==> src/sv/pstc_pkg.sv <==
// ---------------------------------------------------------------------------
// pstc_pkg
// Types and constants of the power source transfer controller.
// ---------------------------------------------------------------------------
package pstc_pkg;

    // Timing of the periodic tasks, in 1 ms ticks.
    localparam logic [3:0] TICKS_PER_CHECK = 4'd10;
    localparam logic [6:0] TICKS_PER_STEP  = 7'd100;
    // Millisecond phase loaded when the line pin goes low.
    localparam logic [3:0] MS_PHASE_LINE_LOSS = 4'd6;

    // Event kinds carried in the request's tuser.
    localparam logic [1:0] CMD_TICK = 2'd0;
    localparam logic [1:0] CMD_GEN  = 2'd1;
    localparam logic [1:0] CMD_LINE = 2'd2;

    // Configuration register indexes.
    localparam int CFG_INDEX_W = 3;
    localparam logic [CFG_INDEX_W-1:0] REG_PULSE_TIME    = 3'd0;
    localparam logic [CFG_INDEX_W-1:0] REG_GEN_HOLD      = 3'd1;
    localparam logic [CFG_INDEX_W-1:0] REG_RETURN_DELAY  = 3'd2;
    localparam logic [CFG_INDEX_W-1:0] REG_REPEAT_COUNT  = 3'd3;
    localparam logic [CFG_INDEX_W-1:0] REG_REPEAT_INTVL  = 3'd4;

    typedef enum logic [1:0] {
        POS_UNKNOWN = 2'd0,
        POS_LINE    = 2'd1,
        POS_GEN     = 2'd2
    } pos_t;

    typedef enum logic [1:0] {
        ACT_IDLE  = 2'd0,
        ACT_LINE  = 2'd1,
        ACT_GEN   = 2'd2,
        ACT_DELAY = 2'd3
    } act_t;

    // Configuration register set.
    typedef struct packed {
        logic [7:0] relay_pulse_time;
        logic       gen_relay_hold;
        logic [7:0] line_return_delay;
        logic [7:0] line_repeat_count;
        logic [7:0] line_repeat_interval;
    } cfg_t;

    // Controller state, including relay and LED drives.
    typedef struct packed {
        logic [3:0] ms_phase;
        logic [6:0] tenth_phase;
        logic [7:0] seq_timer;
        logic       line_level;
        logic       line_seen;
        logic       gen_seen;
        logic [7:0] repeats_left;
        pos_t       pos;
        act_t       activity;
        logic       line_relay;
        logic       gen_relay;
        logic       line_led;
        logic       gen_led;
    } st_t;

endpackage

==> src/sv/pstc_cfg_regs.sv <==
// ---------------------------------------------------------------------------
// pstc_cfg_regs
// Configuration register file with a plain write port.
// ---------------------------------------------------------------------------
module pstc_cfg_regs (
    input  logic                           clk,
    input  logic                           rst_n,
    input  logic                           cfg_we,
    input  logic [pstc_pkg::CFG_INDEX_W-1:0] cfg_index,
    input  logic [7:0]                     cfg_wdata,
    output pstc_pkg::cfg_t                 cfg
);
    import pstc_pkg::*;

    cfg_t cfg_reg;

    // Register writes; an index beyond the list is ignored.
    always_ff @(posedge clk or negedge rst_n)
    begin
        if (!rst_n)
        begin
            cfg_reg.relay_pulse_time     <= 8'd5;
            cfg_reg.gen_relay_hold       <= 1'b1;
            cfg_reg.line_return_delay    <= 8'd100;
            cfg_reg.line_repeat_count    <= 8'd3;
            cfg_reg.line_repeat_interval <= 8'd250;
        end
        else if (cfg_we)
        begin
            unique case (cfg_index)
                REG_PULSE_TIME:   cfg_reg.relay_pulse_time     <= cfg_wdata;
                REG_GEN_HOLD:     cfg_reg.gen_relay_hold       <= cfg_wdata[0];
                REG_RETURN_DELAY: cfg_reg.line_return_delay    <= cfg_wdata;
                REG_REPEAT_COUNT: cfg_reg.line_repeat_count    <= cfg_wdata;
                REG_REPEAT_INTVL: cfg_reg.line_repeat_interval <= cfg_wdata;
                default:          ;
            endcase
        end
    end

    assign cfg = cfg_reg;

endmodule

==> src/sv/pstc_step.sv <==
// ---------------------------------------------------------------------------
// pstc_step
// Next-state logic for one event: tick phases, line check and sequencer.
// ---------------------------------------------------------------------------
module pstc_step (
    input  pstc_pkg::st_t  cur,
    input  pstc_pkg::cfg_t cfg,
    input  logic [1:0]     command,
    input  logic           pin_level,
    output pstc_pkg::st_t  nxt
);
    import pstc_pkg::*;

    // Start a generator relay pulse.
    function automatic st_t gen_pulse(input st_t s, input logic [7:0] len);
        st_t r;
        r = s;
        r.gen_led     = 1'b0;
        r.gen_relay   = 1'b1;
        r.activity    = ACT_GEN;
        r.seq_timer   = len;
        r.tenth_phase = '0;
        return r;
    endfunction

    // Start a line relay pulse.
    function automatic st_t line_pulse(input st_t s, input logic [7:0] len);
        st_t r;
        r = s;
        r.gen_relay   = 1'b0;
        r.line_led    = 1'b0;
        r.line_relay  = 1'b1;
        r.activity    = ACT_LINE;
        r.seq_timer   = len;
        r.tenth_phase = '0;
        return r;
    endfunction

    // Line check, run every check period.
    function automatic st_t line_check(input st_t s, input cfg_t c);
        st_t r;
        r = s;
        if (!r.line_level)
        begin
            r.line_led = 1'b0;
            case (r.activity)
                ACT_IDLE:
                begin
                    if (r.pos == POS_LINE && r.gen_seen)
                        r = gen_pulse(r, c.relay_pulse_time);
                end
                ACT_LINE:
                begin
                    r.line_relay = 1'b0;
                    if (r.gen_seen)
                        r = gen_pulse(r, c.relay_pulse_time);
                    else
                    begin
                        r.repeats_left = '0;
                        r.activity     = ACT_IDLE;
                        r.pos          = POS_UNKNOWN;
                    end
                end
                ACT_DELAY:
                begin
                    r.repeats_left = '0;
                    r.activity     = ACT_IDLE;
                end
                default: ;
            endcase
        end
        else if (r.line_seen != r.line_level)
            r.line_led = 1'b1;
        r.line_seen = r.line_level;
        return r;
    endfunction

    // Sequencer, run every step period.
    function automatic st_t seq_step(input st_t s, input cfg_t c);
        st_t r;
        r = s;
        if (r.activity == ACT_IDLE)
        begin
            r.gen_led = r.gen_seen && !r.gen_relay;
            if (r.pos == POS_GEN)
            begin
                if (r.line_seen)
                begin
                    if (!r.gen_seen)
                    begin
                        r.gen_led = 1'b0;
                        r = line_pulse(r, c.relay_pulse_time);
                    end
                    else
                    begin
                        r.line_led     = 1'b1;
                        r.repeats_left = c.line_repeat_count;
                        r.activity     = ACT_DELAY;
                        r.seq_timer    = c.line_return_delay;
                        r.tenth_phase  = '0;
                    end
                end
            end
            else if (r.pos == POS_UNKNOWN)
            begin
                if (r.line_seen)
                    r = line_pulse(r, c.relay_pulse_time);
                else if (r.gen_seen)
                begin
                    r.line_relay = 1'b0;
                    r = gen_pulse(r, c.relay_pulse_time);
                end
            end
        end
        else if (r.activity == ACT_DELAY)
            r.line_led = !r.line_led;

        // Timer countdown and expiry actions.
        if (r.seq_timer != '0)
        begin
            r.seq_timer = r.seq_timer - 8'd1;
            if (r.seq_timer == '0)
            begin
                case (r.activity)
                    ACT_LINE:
                    begin
                        r.line_relay = 1'b0;
                        r.line_led   = 1'b1;
                        if (r.repeats_left != '0)
                            r.seq_timer = c.line_repeat_interval;
                        r.activity = ACT_IDLE;
                        r.pos      = POS_LINE;
                    end
                    ACT_GEN:
                    begin
                        if (!c.gen_relay_hold)
                            r.gen_relay = 1'b0;
                        r.activity = ACT_IDLE;
                        r.pos      = POS_GEN;
                    end
                    ACT_DELAY:
                    begin
                        r.repeats_left = c.line_repeat_count;
                        r = line_pulse(r, c.relay_pulse_time);
                    end
                    default:
                    begin
                        if (r.repeats_left != '0)
                        begin
                            r.repeats_left = r.repeats_left - 8'd1;
                            if (r.pos == POS_LINE)
                                r = line_pulse(r, c.relay_pulse_time);
                        end
                    end
                endcase
            end
        end
        r.gen_seen = 1'b0;
        return r;
    endfunction

    // Event decode and update.
    always_comb
    begin
        nxt = cur;
        unique case (command)
            CMD_TICK:
            begin
                nxt.ms_phase = cur.ms_phase + 4'd1;
                if (nxt.ms_phase >= TICKS_PER_CHECK)
                begin
                    nxt.ms_phase = '0;
                    nxt = line_check(nxt, cfg);
                end
                nxt.tenth_phase = nxt.tenth_phase + 7'd1;
                if (nxt.tenth_phase >= TICKS_PER_STEP)
                begin
                    nxt.tenth_phase = '0;
                    nxt = seq_step(nxt, cfg);
                end
            end
            CMD_GEN:
            begin
                if (pin_level)
                    nxt.gen_seen = 1'b1;
            end
            CMD_LINE:
            begin
                nxt.line_level = pin_level;
                if (!pin_level)
                    nxt.ms_phase = MS_PHASE_LINE_LOSS;
            end
            default: ;
        endcase
    end

endmodule

==> src/sv/power_source_transfer_controller_core.sv <==
// ---------------------------------------------------------------------------
// power_source_transfer_controller_core
// Automatic transfer switch controller between mains line and generator.
// Each request is one event (1 ms tick, generator pin change or line pin
// change) and yields one result with the relay and LED drives, the known
// position and the current activity after that event. The block takes one
// request per clock cycle while results are taken; a stalled result holds off
// new requests. A request is captured in the input register and its result is
// loaded into the result register once that slot is free. The rate is set by the
// single state update between the two registers, which reads the state left by
// the previous event. Configuration is to be written through the plain write port
// while no request is in flight; the block does not enforce this. Configuration
// registers reset to their defaults and the state and valid flags to zero.
// ---------------------------------------------------------------------------
module power_source_transfer_controller_core (
    input  logic                             clk,
    input  logic                             rst_n,
    // Event requests.
    input  logic                             s_tvalid,
    output logic                             s_tready,
    input  logic [7:0]                       s_tdata,   // [0] pin_level, rest zero
    input  logic [1:0]                       s_tuser,   // [1:0] command
    // Results.
    output logic                             m_tvalid,
    input  logic                             m_tready,
    output logic [7:0]                       m_tdata,   // [0] line_relay, [1] gen_relay,
                                                        // [2] line_led, [3] gen_led,
                                                        // [5:4] position, [7:6] activity
    // Configuration write port.
    input  logic                             cfg_we,
    input  logic [pstc_pkg::CFG_INDEX_W-1:0] cfg_index,
    input  logic [7:0]                       cfg_wdata
);
    import pstc_pkg::*;

    cfg_t       cfg;
    st_t        st_reg;
    st_t        st_next;
    logic       in_valid_reg;
    logic [1:0] in_cmd_reg;
    logic       in_level_reg;
    logic       out_valid_reg;
    logic [7:0] out_data_reg;
    logic       advance;
    logic       s_accept;

    pstc_cfg_regs u_cfg (
        .clk       (clk),
        .rst_n     (rst_n),
        .cfg_we    (cfg_we),
        .cfg_index (cfg_index),
        .cfg_wdata (cfg_wdata),
        .cfg       (cfg)
    );

    pstc_step u_step (
        .cur       (st_reg),
        .cfg       (cfg),
        .command   (in_cmd_reg),
        .pin_level (in_level_reg),
        .nxt       (st_next)
    );

    // Pipeline handshake: the input stage moves on when the result slot frees.
    assign advance  = in_valid_reg && (!out_valid_reg || m_tready);
    assign s_tready = !in_valid_reg || advance;
    assign s_accept = s_tvalid && s_tready;

    // Input stage control.
    always_ff @(posedge clk or negedge rst_n)
    begin
        if (!rst_n)
            in_valid_reg <= 1'b0;
        else if (s_accept)
            in_valid_reg <= 1'b1;
        else if (advance)
            in_valid_reg <= 1'b0;
    end

    // Input stage payload.
    always_ff @(posedge clk)
    begin
        if (s_accept)
        begin
            in_cmd_reg   <= s_tuser;
            in_level_reg <= s_tdata[0];
        end
    end

    // Controller state.
    always_ff @(posedge clk or negedge rst_n)
    begin
        if (!rst_n)
            st_reg <= '0;
        else if (advance)
            st_reg <= st_next;
    end

    // Result stage control.
    always_ff @(posedge clk or negedge rst_n)
    begin
        if (!rst_n)
            out_valid_reg <= 1'b0;
        else if (advance)
            out_valid_reg <= 1'b1;
        else if (m_tready)
            out_valid_reg <= 1'b0;
    end

    // Result stage payload.
    always_ff @(posedge clk)
    begin
        if (advance)
            out_data_reg <= {st_next.activity, st_next.pos, st_next.gen_led,
                             st_next.line_led, st_next.gen_relay, st_next.line_relay};
    end

    assign m_tvalid = out_valid_reg;
    assign m_tdata  = out_data_reg;

endmodule

==> config.mk <==
export PLATFORM = sky130hd
export DESIGN_NAME = power_source_transfer_controller_core
export DESIGN_NICKNAME = d
export VERILOG_FILES = /design/src/sv/pstc_pkg.sv /design/src/sv/pstc_cfg_regs.sv /design/src/sv/pstc_step.sv /design/src/sv/power_source_transfer_controller_core.sv
export SDC_FILE = /design/constraint.sdc
export NUM_CORES = 1
export LEC_CHECK = 0
export BUFFER_PORTS_ARGS = -buffer_cell sky130_fd_sc_hd__buf_2
export CAP_MARGIN = 20
export CORE_ASPECT_RATIO = 0.9
export CORE_MARGIN = 2
export CORE_UTILIZATION = 55
export DETAILED_ROUTE_END_ITERATION = 6
export PLACE_DENSITY = 0.73
export SETUP_SLACK_MARGIN = 0.02
export SYNTH_ARGS = -nofsm -noshare
export SYNTH_HDL_FRONTEND = slang
export SYNTH_SLANG_ARGS = --single-unit
==> constraint.sdc <==
create_clock -name clk -period 5.55 [get_ports clk]
set_input_delay 0.2775 -clock clk [delete_from_list [all_inputs] [get_ports clk]]
set_output_delay 0.2775 -clock clk [all_outputs]
set_load 0.02 [all_outputs]
# [Word level (Yosys, flattened, before mapping)]
# Cells that the tools add are included.
[totals] reg_bits=84 inputBits=26 output_inout_bits=10 word_cells=139
[classes] n_addsub=4 n_lt_le_gt_ge=2 eq_ne=18 n_mux=59 reduce_logical=33
[ops] op="34-bit 2-to-1 mux" n=7
[ops] op="38-bit 2-to-1 mux" n=3
[ops] op="36-bit 2-to-1 mux" n=3
[ops] op="27-bit 2-to-1 mux" n=3
[ops] op="8-bit one-hot mux with 3 select lines" n=2
[ops] op="22-bit one-hot mux with 2 select lines" n=1
[ops] op="32-bit 2-to-1 mux" n=1
[ops] op="8-bit 2-to-1 mux" n=4
[ops] op="11-bit one-hot mux with 2 select lines" n=1
[ops] op="18-bit 2-to-1 mux" n=1
[ops] op="1-bit 2-to-1 mux" n=17
[ops] op="4-bit one-hot mux with 2 select lines" n=2
[ops] op="8-bit nonzero test" n=2
[ops] op="8-bit by 1-bit subtractor with 8-bit output, second input constant" n=2
[ops] op="7-bit one-hot mux with 2 select lines" n=1
[ops] op="2-bit AND reduction" n=7
[ops] op="2-bit equality test, second input constant" n=6
[ops] op="12-bit 2-to-1 mux" n=1
[ops] op="4-bit one-hot mux with 3 select lines" n=1
[ops] op="2-bit by 1-bit equality test with 1-bit output, second input constant" n=5
[ops] op="1-bit one-hot mux with 3 select lines" n=3
[ops] op="2-bit zero test" n=4
[ops] op="8-bit zero test" n=1
[ops] op="2-bit nonzero test" n=4
[ops] op="22 further kinds" n=34

# [Logic depth before layout (Yosys ltp)]
# Gate-level depths: netlist of the first run.
[logic_depth] depth_word=24 ltp_mapped=21

# [Cells and area by module]
# From an unflattened synthesis of the first run, not the netlist that was laid out.
[hier_totals] cells_unflattened=689 area_unflattened_um2=6434.9
[modules_own_cells] mod="pstc_step" n_inst=1 cells_per_inst=516 area_each_um2=3268.1 seq_area_each_um2=0.0
[modules_own_cells] mod="power_source_transfer_controller_core" n_inst=1 cells_per_inst=100 area_each_um2=1879.3 seq_area_each_um2=1331.3
[modules_own_cells] mod="pstc_cfg_regs" n_inst=1 cells_per_inst=73 area_each_um2=1287.5 seq_area_each_um2=843.3

# [Worst setup path before layout of the first run]
# Ideal clock, no wire load.
[synth_timing] kind="register to register" from="register st_reg[34] (netlist name)" to="register out_data_reg[2], in the netlist m_tdata[2], data pin" setup_time_ps=274 arrival_time_ps=4250 slack_ps=1025 stages_incl_launch_ff=20 path_buffers=3 path_cell_list="dfrtp_1 -> ha_1 -> xor2_1 -> o221ai_1 -> nor2_4 -> o21a_1 -> buf_4 -> nor3_1 -> clkbuf_1 -> and2_1 -> a221oi_1 -> ha_1 -> o221a_2 -> nand4_1 -> xor2_1 -> and4_4 -> buf_6 -> o211ai_1 -> a32oi_1 -> a221oi_1"
[synth_rtl] element="from (decl)" line="power_source_transfer_controller_core.sv:37" text="st_t st_reg;"
[synth_rtl] element="from (signal assigned)" line="power_source_transfer_controller_core.sv:96" text="st_reg <= st_next;"
[synth_rtl] element="to (signal assigned)" line="power_source_transfer_controller_core.sv:114" text="out_data_reg <= {st_next.activity, st_next.pos, st_next.gen_led,"
[synth_rtl] element="to (decl)" line="power_source_transfer_controller_core.sv:43" text="logic [7:0] out_data_reg;"

==> flow_summary.ini, run 1 <==
[synth]
yosys.area.top_type_share_pct = 25.9
synth_edf_count = 11
synth_seq_cells = 84
netlist_area_um2 = 5690
synthCells = 633
synthTopCellsByArea = dfrtp_1 (26%), mux2_2 (7.7%), dfstp_2 (6.5%)
synth.distinct_cells = 76
async_flop_share_pct = 86.9
synth_nets = 671
yosys_most_used_dff = dfrtp_1
yosysSeqAreaShare_pct = 38.2
synth.largest_area_cell = dfrtp_1
avgSynthCellArea_um2 = 8.99
yosysWarnings = 0

[detailed_routing]
ant_nets = 0
drtIter0Drc = 662
drt-pass1-iter-count = 7
wl_per_cell_um = 19.8
routed_via_density = 6.76
routed-via-count = 5341
wirelength_um = 15600
drc = 0

[setup_path]
crit_arrival_ns = 5.15
crit_required_ns = 5.73
crit_path_end_kind = flop
timing_worst_setup_path_type = flop to flop
startpoint_type = flop
worst_r2r_path_depth = 16
reg2reg_to = m_tdata[0]
reg2reg_slack_ns = 0.58
r2r-start = st_reg[34]
crit_fanout = 11

[pwr]
pwr-share-comb_pct = 45.3
p_sw_w = 0.00113
p_leak_nw = 2.55
p_clk_share_pct = 22.1
switching_share_pct = 42.9
share_seq_of_total_power_pct = 32.6
p_int_w = 0.00150
ir_worst_vdd_mv = 0.270
powerDensity_nw_per_um2 = 420

[sta]
finClkSkew_ns = 0.00829
min_period_ns = 4.97
max_slew_margin_pct = 38.3
worstMarginPinSlew_ns = 0.926
period_share_pct = 89.5
hold_viol_final = 0
rsz0062_at_grt = false
max_freq_mhz = 201
setup_violations = 0
tns_ns = 0
slew_violations = 0

[min_path]
holdCritPathClass = primary input to async pin

[floorplan]
dieArea_um2 = 11200
die_width_um = 111
design.core.area_um2 = 10200
initial_core_util_pct = 56.0
io_pins = 36
rows = 35
die_h_um = 100

[clock_network]
clk_root_buffer_cell = clkbuf_16
clock-sinks = 84
cts_resized = 0
cts.htree.levels = 3
insertion_delay_ns = 0.34
cts_max_path_buffers = 2
clkSlewWorstSetupHoldPaths_ns = 0.07
hold_buffers = 0
cts-buffers-inserted = 9
post_cts_buffers = 0
cts_tree = done

[layout]
drive_gt1_share_pct = 20.3
finalNetCount = 694
final_common_cell = nand2_1
largest_reg_flops = 38
final_cell_mix = nand2_1 (71), nor2_1 (61), dfrtp_1 (59), a21oi_1 (42), o21ai_0 (41)
multi_input_area_um2 = 3320
synthToLayoutAreaGrowth_pct = 10.0
n_antenna_cell = 0
fillerInstances = 859
stdcell_count = 790
seq_area_um2 = 2170

[grt]
grt_pass1_vias = 4999
antenna_found_initial = 0
grt_pass1_wl_um = 25700
gr-usage-all-layers_pct = 28.7
grt_max_degree = 74
overflow = 0

[placed_design]
portBuffers = 28
gp_congestion = 0.931
dp_hpwl_um = 11300
place_inst = 773

[outcome]
status = finished clean

[job]
max_cap_violations = 0
[per-layer routing]
metal / wire length [um] / vias to the layer above / part of all wire (%) / GRT usage, %
li1: - / 2423 / - / -
met1: 6730 / 2608 / 43 / 40.0
met2: 7340 / 282 / 47 / 46.2
met3: 1290 / 28 / 8.2 / 4.63
met4: 281 / 0 / 1.8 / 9.69
met5: 0 / - / 0 / 0
[power groups by stage]
stage | clock network (W) | registers [W] | logic, W
floorplan | 0 | 0.000827 | 0.000893
global placement | 0 | 0.000859 | 0.00113
detailed placement | 0 | 0.000867 | 0.00116
CTS | 0.000588 | 0.000855 | 0.00117
global route | 0.000613 | 0.000871 | 0.00131
finish | 0.000582 | 0.000859 | 0.00119
[final cells by class]
type | instances | area share [%]
clock buffers | 9 | 3.60
flip-flops and latches | 84 | 34.7
inverters | 13 | 0.779
multi-input cells | 502 | 53.0
well taps | 129 | 2.58
repair buffers | 46 | 4.44
clock inverters | 7 | 0.879
[worst max-delay path: stages (launching register included)]
cell and delay [ns]:
dfrtp_1 0.44, ha_1 0.29, xor2_1 0.29, nor2_1 0.14, nor3_1 0.38, o21ai_0 0.28
nor3_1 0.52, buf_4 0.30, a21boi_0 0.14, ha_1 0.24, nand2_1 0.07, mux2_2 0.29
nor3b_1 0.51, nand2b_1 0.23, nand2_1 0.11, a221o_1 0.37, a31oi_1 0.20
[cell usage after synthesis (4+ instances only)]
cell	n
o21ai_1	4
xnor2_1	9
nor3b_1	4
a21oi_1	42
edfxtp_1	11
nor2_1	61
nor2b_1	5
nand3_1	22
nand2_1	71
buf_2	4
a22o_1	6
ha_1	12
a221oi_1	5
o21a_1	7
a21o_1	4
a221o_1	9
nand2b_1	8
nor3_1	12
o22ai_1	6
o211ai_1	4
dfrtp_1	59
nand4_1	5
mux2i_1	8
and3_1	14
o31ai_1	11
dfstp_2	14
o22a_1	4
a31oi_1	11
a32oi_1	4
o21ai_0	41
a32o_1	5
a22oi_1	8
clkbuf_1	27
inv_1	13
mux2_2	39
a211oi_1	5
and2_1	6
[per-stage QoR]
| step | utilization (%) | hold WS (ns) | setup slack, ns | power [W] | instance area [um^2] |
|---|---|---|---|---|---|
| after floorplan | - | -0.0181 | 1.03 | 0.00172 | 5690 |
| after global placement | 58.8 | 0.454 | 0.815 | 0.00199 | 5970 |
| after detailed placement | 58.8 | 0.456 | 0.729 | 0.00203 | 5970 |
| after CTS | 61.6 | 0.103 | 0.684 | 0.00261 | 6250 |
| after global routing | 61.6 | 0.0967 | 0.276 | 0.00279 | 6260 |
| final | 61.6 | 0.0756 | 0.585 | 0.00263 | 6260 |
[how the worst max path moves through the flow]
stage	startpoint	endpoint	slack [ns]	depth (start not counted)
final	st_reg[34]	m_tdata[0]	0.58	16
after CTS	st_reg[34]	m_tdata[0]	0.68	16
after global routing	st_reg[34]	m_tdata[2]	0.28	16
after floorplan	st_reg[34]	m_tdata[2]	1.03	19
after global placement	st_reg[34]	m_tdata[0]	0.81	16
after detailed placement	st_reg[34]	m_tdata[0]	0.73	16
[cell families after synthesis]
kind of cell / after synthesis / synth area share [%]
muxes: 47 / 9.12
and+or+nand+nor: 224 / 18.8
AOI/OAI and AO/OA: 205 / 25.4
DFF: 84 / 38.2
xor gates and xnor gates: 14 / 2.42
buffers and inverters: 47 / 3.45
adders and majority gates: 12 / 2.64
(Power assumes the default switching activity.)
==> inputs of run 2 (changes only) <==
--- a/config.mk
+++ b/config.mk
@@ -5,6 +5,7 @@
 export SDC_FILE = /design/constraint.sdc
 export NUM_CORES = 1
 export LEC_CHECK = 0
+export ABC_AREA = 1
 export BUFFER_PORTS_ARGS = -buffer_cell sky130_fd_sc_hd__buf_2
 export CAP_MARGIN = 20
 export CORE_ASPECT_RATIO = 0.9
==> constraint.sdc (replaced) <==
create_clock -name clk -period 5.4 [get_ports clk]
set_input_delay 0.27 -clock clk [delete_from_list [all_inputs] [get_ports clk]]
set_output_delay 0.27 -clock clk [all_outputs]
set_load 0.02 [all_outputs]
==> flow_summary.ini, run 2 <==
[placed_design]
place_inst = 1053
dpl_worst_slack_ns = 1.20
placed_cell_area_um2 = 6490
dp_hpwl_um = 13500
gp_congestion = 0.986
portBuffers = 28

[pwr]
powerDensity_nw_per_um2 = 519
p_sw_w = 0.00179
share_seq_of_total_power_pct = 26.3
p_int_w = 0.00173
switching_share_pct = 50.9
ir_worst_vdd_mv = 0.278
pwr-share-comb_pct = 56.2
p_clk_share_pct = 17.5
p_leak_nw = 3.26

[sta]
worstMarginPinSlew_ns = 0.955
rsz0062_at_grt = false
period_share_pct = 78.9
max_slew_margin_pct = 36.4
setup_violations = 0
finClkSkew_ns = 0.00734
max_freq_mhz = 235
tns_ns = 0
setup_slack_ns = 1.14
hold_viol_final = 0
min_period_ns = 4.26
slew_violations = 0

[floorplan]
design.core.area_um2 = 11000
die_width_um = 117
die_h_um = 105
dieArea_um2 = 12300
rows = 36
io_pins = 36
initial_core_util_pct = 57.1

[grt]
grt_pass1_vias = 5452
gr-usage-all-layers_pct = 30.8
grt_pass1_wl_um = 29000
antenna_found_initial = 0
overflow = 0
grt_max_degree = 74

[synth]
synthTopCellsByArea = dfrtp_1 (24%), nand2_1 (15%), inv_1 (6.9%)
netlist_area_um2 = 6280
synth_edf_count = 11
synth_nets = 934
yosysWarnings = 0
yosysSeqAreaShare_pct = 34.6
synth_common_cells = nand2_1 (253), inv_1 (115), o21ai_0 (83)
avgSynthCellArea_um2 = 7.01
synth_most_common_cell = nand2_1
yosys.area.top_type_share_pct = 23.5
async_flop_share_pct = 86.9
synthCells = 896
synth.distinct_cells = 51
synth_seq_cells = 84
yosys_most_used_dff = dfrtp_1
synth.largest_area_cell = dfrtp_1

[detailed_routing]
drtIter0Drc = 650
drc = 6
routed_via_density = 5.65
routed-via-count = 6041
wl_per_cell_um = 17.0
wirelength_um = 18100
drt-pass1-iter-count = 7
ant_nets = 0

[layout]
drive_gt1_share_pct = 15.2
stdcell_count = 1069
final_cell_mix = nand2_1 (253), inv_1 (115), o21ai_0 (83), nand3_1 (70), dfrtp_1 (59)
fin_util_pct = 61.7
finalNetCount = 950
largest_reg_flops = 38
final_area_um2 = 6780
final_common_cell = nand2_1
n_antenna_cell = 0
synthToLayoutAreaGrowth_pct = 8.05

[setup_path]
r2r-start = st_reg[35]
crit_required_ns = 5.48
setup.worst_path.start = st_reg[35]
startpoint_type = flop
crit_path_end_kind = flop
crit_arrival_ns = 4.34
crit_fanout = 9
timing_worst_setup_path_type = flop to flop

[clock_network]
cts_tree = done
clk_root_buffer_cell = clkbuf_16
post_cts_buffers = 0
cts-buffers-inserted = 9
clock-sinks = 84
cts_resized = 0
clkSlewWorstSetupHoldPaths_ns = 0.06
insertion_delay_ns = 0.36
cts.htree.levels = 3
hold_buffers = 0
cts_max_path_buffers = 2

[outcome]
failed_checks = design-rule violations
status = finished with violations

[job]
max_cap_violations = 0

[min_path]
holdCritPathClass = primary input to async pin
## run 2: cell types whose count changed in the layout (fill, tap and decap cells not counted), sizes merged, moves of 10 or more
cell   before  now
o21ai      46  106
nand3      23   76
nor2       62   72
inv        18  129
nand2      71  282
buf        45   32
and3       14    1
mux2       39    0
## run 2: metrics by stage
step                hold slack, ns  power, W
floorplan                  -0.0256   0.00241
global placement             0.448   0.00281
detailed placement           0.449   0.00286
CTS                         0.0858   0.00349
global route                0.0811   0.00379
finish                      0.0567   0.00352
## run 2: final cells by class
class	count	area, um^2
tap	152	190
inverter	125	469
timing repair buffer	32	173
clock inverter	6	51.3
multi-input combinational	660	3490
clock buffer	10	239
fill	1069	4210
sequential	84	2170
## run 2: cells by family (layout without fill, tap and decap cells)
logic type,after synthesis,count (layout),synth area share [%]
XOR/XNOR,9,9,1.26
buffers and inverters,152,173,9.83
adder cells (fa/ha/maj),12,12,2.39
AO/OA/AOI/OAI,192,192,17.6
flip-flops,84,84,34.6
AND/OR/NAND/NOR,447,447,34.2
## run 2: power by group through the flow
stage                     Combinational [W]  Sequential [W]  Clock (W)
after global placement              0.00189        0.000927          0
after floorplan                     0.00150        0.000907          0
final                               0.00198        0.000926   0.000617
after detailed placement            0.00193        0.000932          0
after global routing                0.00220        0.000944   0.000648
after CTS                           0.00194        0.000921   0.000624
## run 2: worst paths after layout
path | to | slack (ns) | cells after the start
setup / recovery | m_tdata[1] | 1.14 | 23
min in group clk | in_cmd_reg[0] | 0.09 | 1
setup reg to reg | m_tdata[1] | 1.14 | 23
hold / removal | st_reg[28] | 0.06 | 1
max in group asynchronous | st_reg[8] | 4.72 | 1
hold reg to reg | st_reg[27] | 0.49 | 2
## run 2: per-layer routing
layer / track usage, % / vias up / routed length, um / share of wire, %
li1: - / 2961 / - / -
met1: 48.2 / 2823 / 8690 / 48
met2: 42.4 / 248 / 7560 / 42
met3: 7.99 / 9 / 1730 / 9.6
met4: 6.64 / 0 / 142 / 0.78
met5: 0 / - / 0 / 0
## run 2: critical path, stage by stage, from the launching register on
cell and delay, ns:
dfrtp_1 0.39, inv_1 0.07, ha_1 0.27, inv_1 0.04, nor2_1 0.16, nand3_4 0.16, nand2_2 0.19, nand2_4 0.09
nand2_4 0.13, nand2_2 0.10, nand2_4 0.11, nand2_1 0.06, nand3_1 0.08, nand3_1 0.08, nand2_1 0.32, ha_1 0.34
o21bai_1 0.14, nand2_1 0.10, nor2_1 0.14, nand3_1 0.19, nor2_8 0.18, nand4_1 0.18, o21ai_1 0.34, a22oi_1 0.12
==> inputs of run 3 (changes only) <==
--- a/config.mk
+++ b/config.mk
@@ -12,7 +12,7 @@
 export CORE_MARGIN = 2
 export CORE_UTILIZATION = 55
 export DETAILED_ROUTE_END_ITERATION = 6
-export PLACE_DENSITY = 0.73
+export PLACE_DENSITY = 0.76
 export SETUP_SLACK_MARGIN = 0.02
 export SYNTH_ARGS = -nofsm -noshare
 export SYNTH_HDL_FRONTEND = slang
==> constraint.sdc (replaced) <==
create_clock -name clk -period 3.7 [get_ports clk]
set_input_delay 0.185 -clock clk [delete_from_list [all_inputs] [get_ports clk]]
set_output_delay 0.185 -clock clk [all_outputs]
set_load 0.02 [all_outputs]
==> flow_summary.ini, run 3 (synthesis results as in run 2) <==
[outcome]
status = finished with violations
failed_checks = negative hold slack

[layout]
synthToLayoutAreaGrowth_pct = 20.6
n_antenna_cell = 0
finalNetCount = 1022
final_common_cell = nand2_1
drive_gt1_share_pct = 24.8
largest_reg_flops = 38
fillerInstances = 1018
stdcell_count = 1141
fin_util_pct = 68.9
final_cell_mix = nand2_1 (243), inv_1 (113), o21ai_0 (79), buf_4 (70), nand3_1 (64)

[detailed_routing]
drtIter0Drc = 570
ant_nets = 0
routed-via-count = 6200
drc = 0
wirelength_um = 17600
wl_per_cell_um = 15.4
routed_via_density = 5.43
drt-pass1-iter-count = 5

[grt]
grt_pass1_vias = 5486
gr-usage-all-layers_pct = 29.0
overflow = 0
antenna_found_initial = 0
grt_max_degree = 74
grt_pass1_wl_um = 27800

[floorplan]
die_h_um = 105
io_pins = 36
design.core.area_um2 = 11000
initial_core_util_pct = 57.1
die_width_um = 117
rows = 36
dieArea_um2 = 12300

[job]
max_cap_violations = 0

[sta]
worstMarginPinSlew_ns = 0.926
period_share_pct = 97.7
setup_slack_ns = 0.0837
finClkSkew_ns = 0.00496
max_freq_mhz = 277
slew_violations = 0
min_period_ns = 3.62
rsz0062_at_grt = true
hold_viol_final = 39
setup_violations = 0
fin_hold_ws_ns = -0.0261
max_slew_margin_pct = 38.2
tns_ns = 0

[clock_network]
cts.htree.levels = 3
clk_root_buffer_cell = clkbuf_16
cts-buffers-inserted = 9
hold_buffers = 0
cts_tree = done
clkSlewWorstSetupHoldPaths_ns = 0.06
insertion_delay_ns = 0.35
cts_max_path_buffers = 2
clock-sinks = 84

[setup_path]
crit_required_ns = 3.79
crit_fanout = 8
setup.worst_path.start = st_reg[35]
r2r-start = st_reg[35]
timing_worst_setup_path_type = flop to flop
crit_arrival_ns = 3.71
crit_path_end_kind = flop
startpoint_type = flop

[placed_design]
gp_congestion = 1.00
dpl_worst_slack_ns = -0.0528
place_inst = 1107
portBuffers = 28
dp_hpwl_um = 13000

[pwr]
ir_worst_vdd_mv = 0.395
powerDensity_nw_per_um2 = 768
p_leak_nw = 3.65

[min_path]
holdCritPathClass = primary input to async pin
## run 3: final timing paths
check / depth (start not counted) / end / slack (ns)
max: 24 / m_tdata[4] / 0.08
max in group asynchronous: 1 / st_reg[34] / 3.09
min reg2reg: 2 / st_reg[11] / 0.48
min: 1 / st_reg[28] / -0.03
max reg2reg: 24 / m_tdata[4] / 0.08
min in group clk: 1 / in_cmd_reg[1] / 0.01
## run 3: critical path: stages (launching register included)
cell,delay [ns]
dfrtp_1,0.40
inv_2,0.08
ha_4,0.26
inv_2,0.04
nor2_4,0.11
nand3_4,0.16
buf_6,0.16
nand4_4,0.09
nand3_4,0.16
buf_6,0.19
o21ai_2,0.14
nand2_2,0.09
nor2_4,0.22
nand2_4,0.08
buf_6,0.12
nor2_4,0.11
nand2_1,0.07
nand2_2,0.09
nand2_4,0.07
nor2_8,0.18
nand3_4,0.13
nor2_4,0.18
nand2_2,0.08
nand2_2,0.09
a22oi_2,0.05
## run 3: power breakdown
| group | switching (W) | total, W | leakage (nW) | internal [W] |
|---|---|---|---|---|
| combinational | 0.00218 | 0.00355 | 2.55 | 0.00137 |
| sequential | 0.000156 | 0.00134 | 0.953 | 0.00118 |
| clock | 0.000369 | 0.000927 | 0.150 | 0.000558 |
| total | 0.00271 | 0.00581 | 3.65 | 0.00311 |
## run 3: area by class of cell
type,instances,area (um^2),share of cell area (%)
Multi-Input combinational cell,660,3680,48.7
Sequential cell,84,2180,28.7
Timing Repair Buffer,104,739,9.77
Inverter,125,477,6.30
Clock buffer,12,256,3.39
Tap cell,152,190,2.51
Clock inverter,4,47.5,0.628
## run 3: layer usage
| metal | share of wire [%] | wire [um] | track usage, % |
|---|---|---|---|
| met3 | 7.7 | 1350 | 4.89 |
| met5 | 0 | 0 | 0 |
| met1 | 45 | 7940 | 43.0 |
| met2 | 46 | 8020 | 44.0 |
| met4 | 1.7 | 294 | 7.14 |
## run 3: metrics by stage
stage	area, um^2	power, W
6_report	7570	0.00581
3_5_place_dp	6900	0.00440
3_3_place_gp	6900	0.00436
5_1_grt	7570	0.00624
2_1_floorplan	6280	0.00351
4_1_cts	7210	0.00535
## run 3: what timing repair did
item	4_1_cts	5_1_grt
setup buffers	0	18
gates resized for setup	2	60
pin swaps	0	37
endpoints found under the hold margin	0	0
setup endpoints to repair	12	31
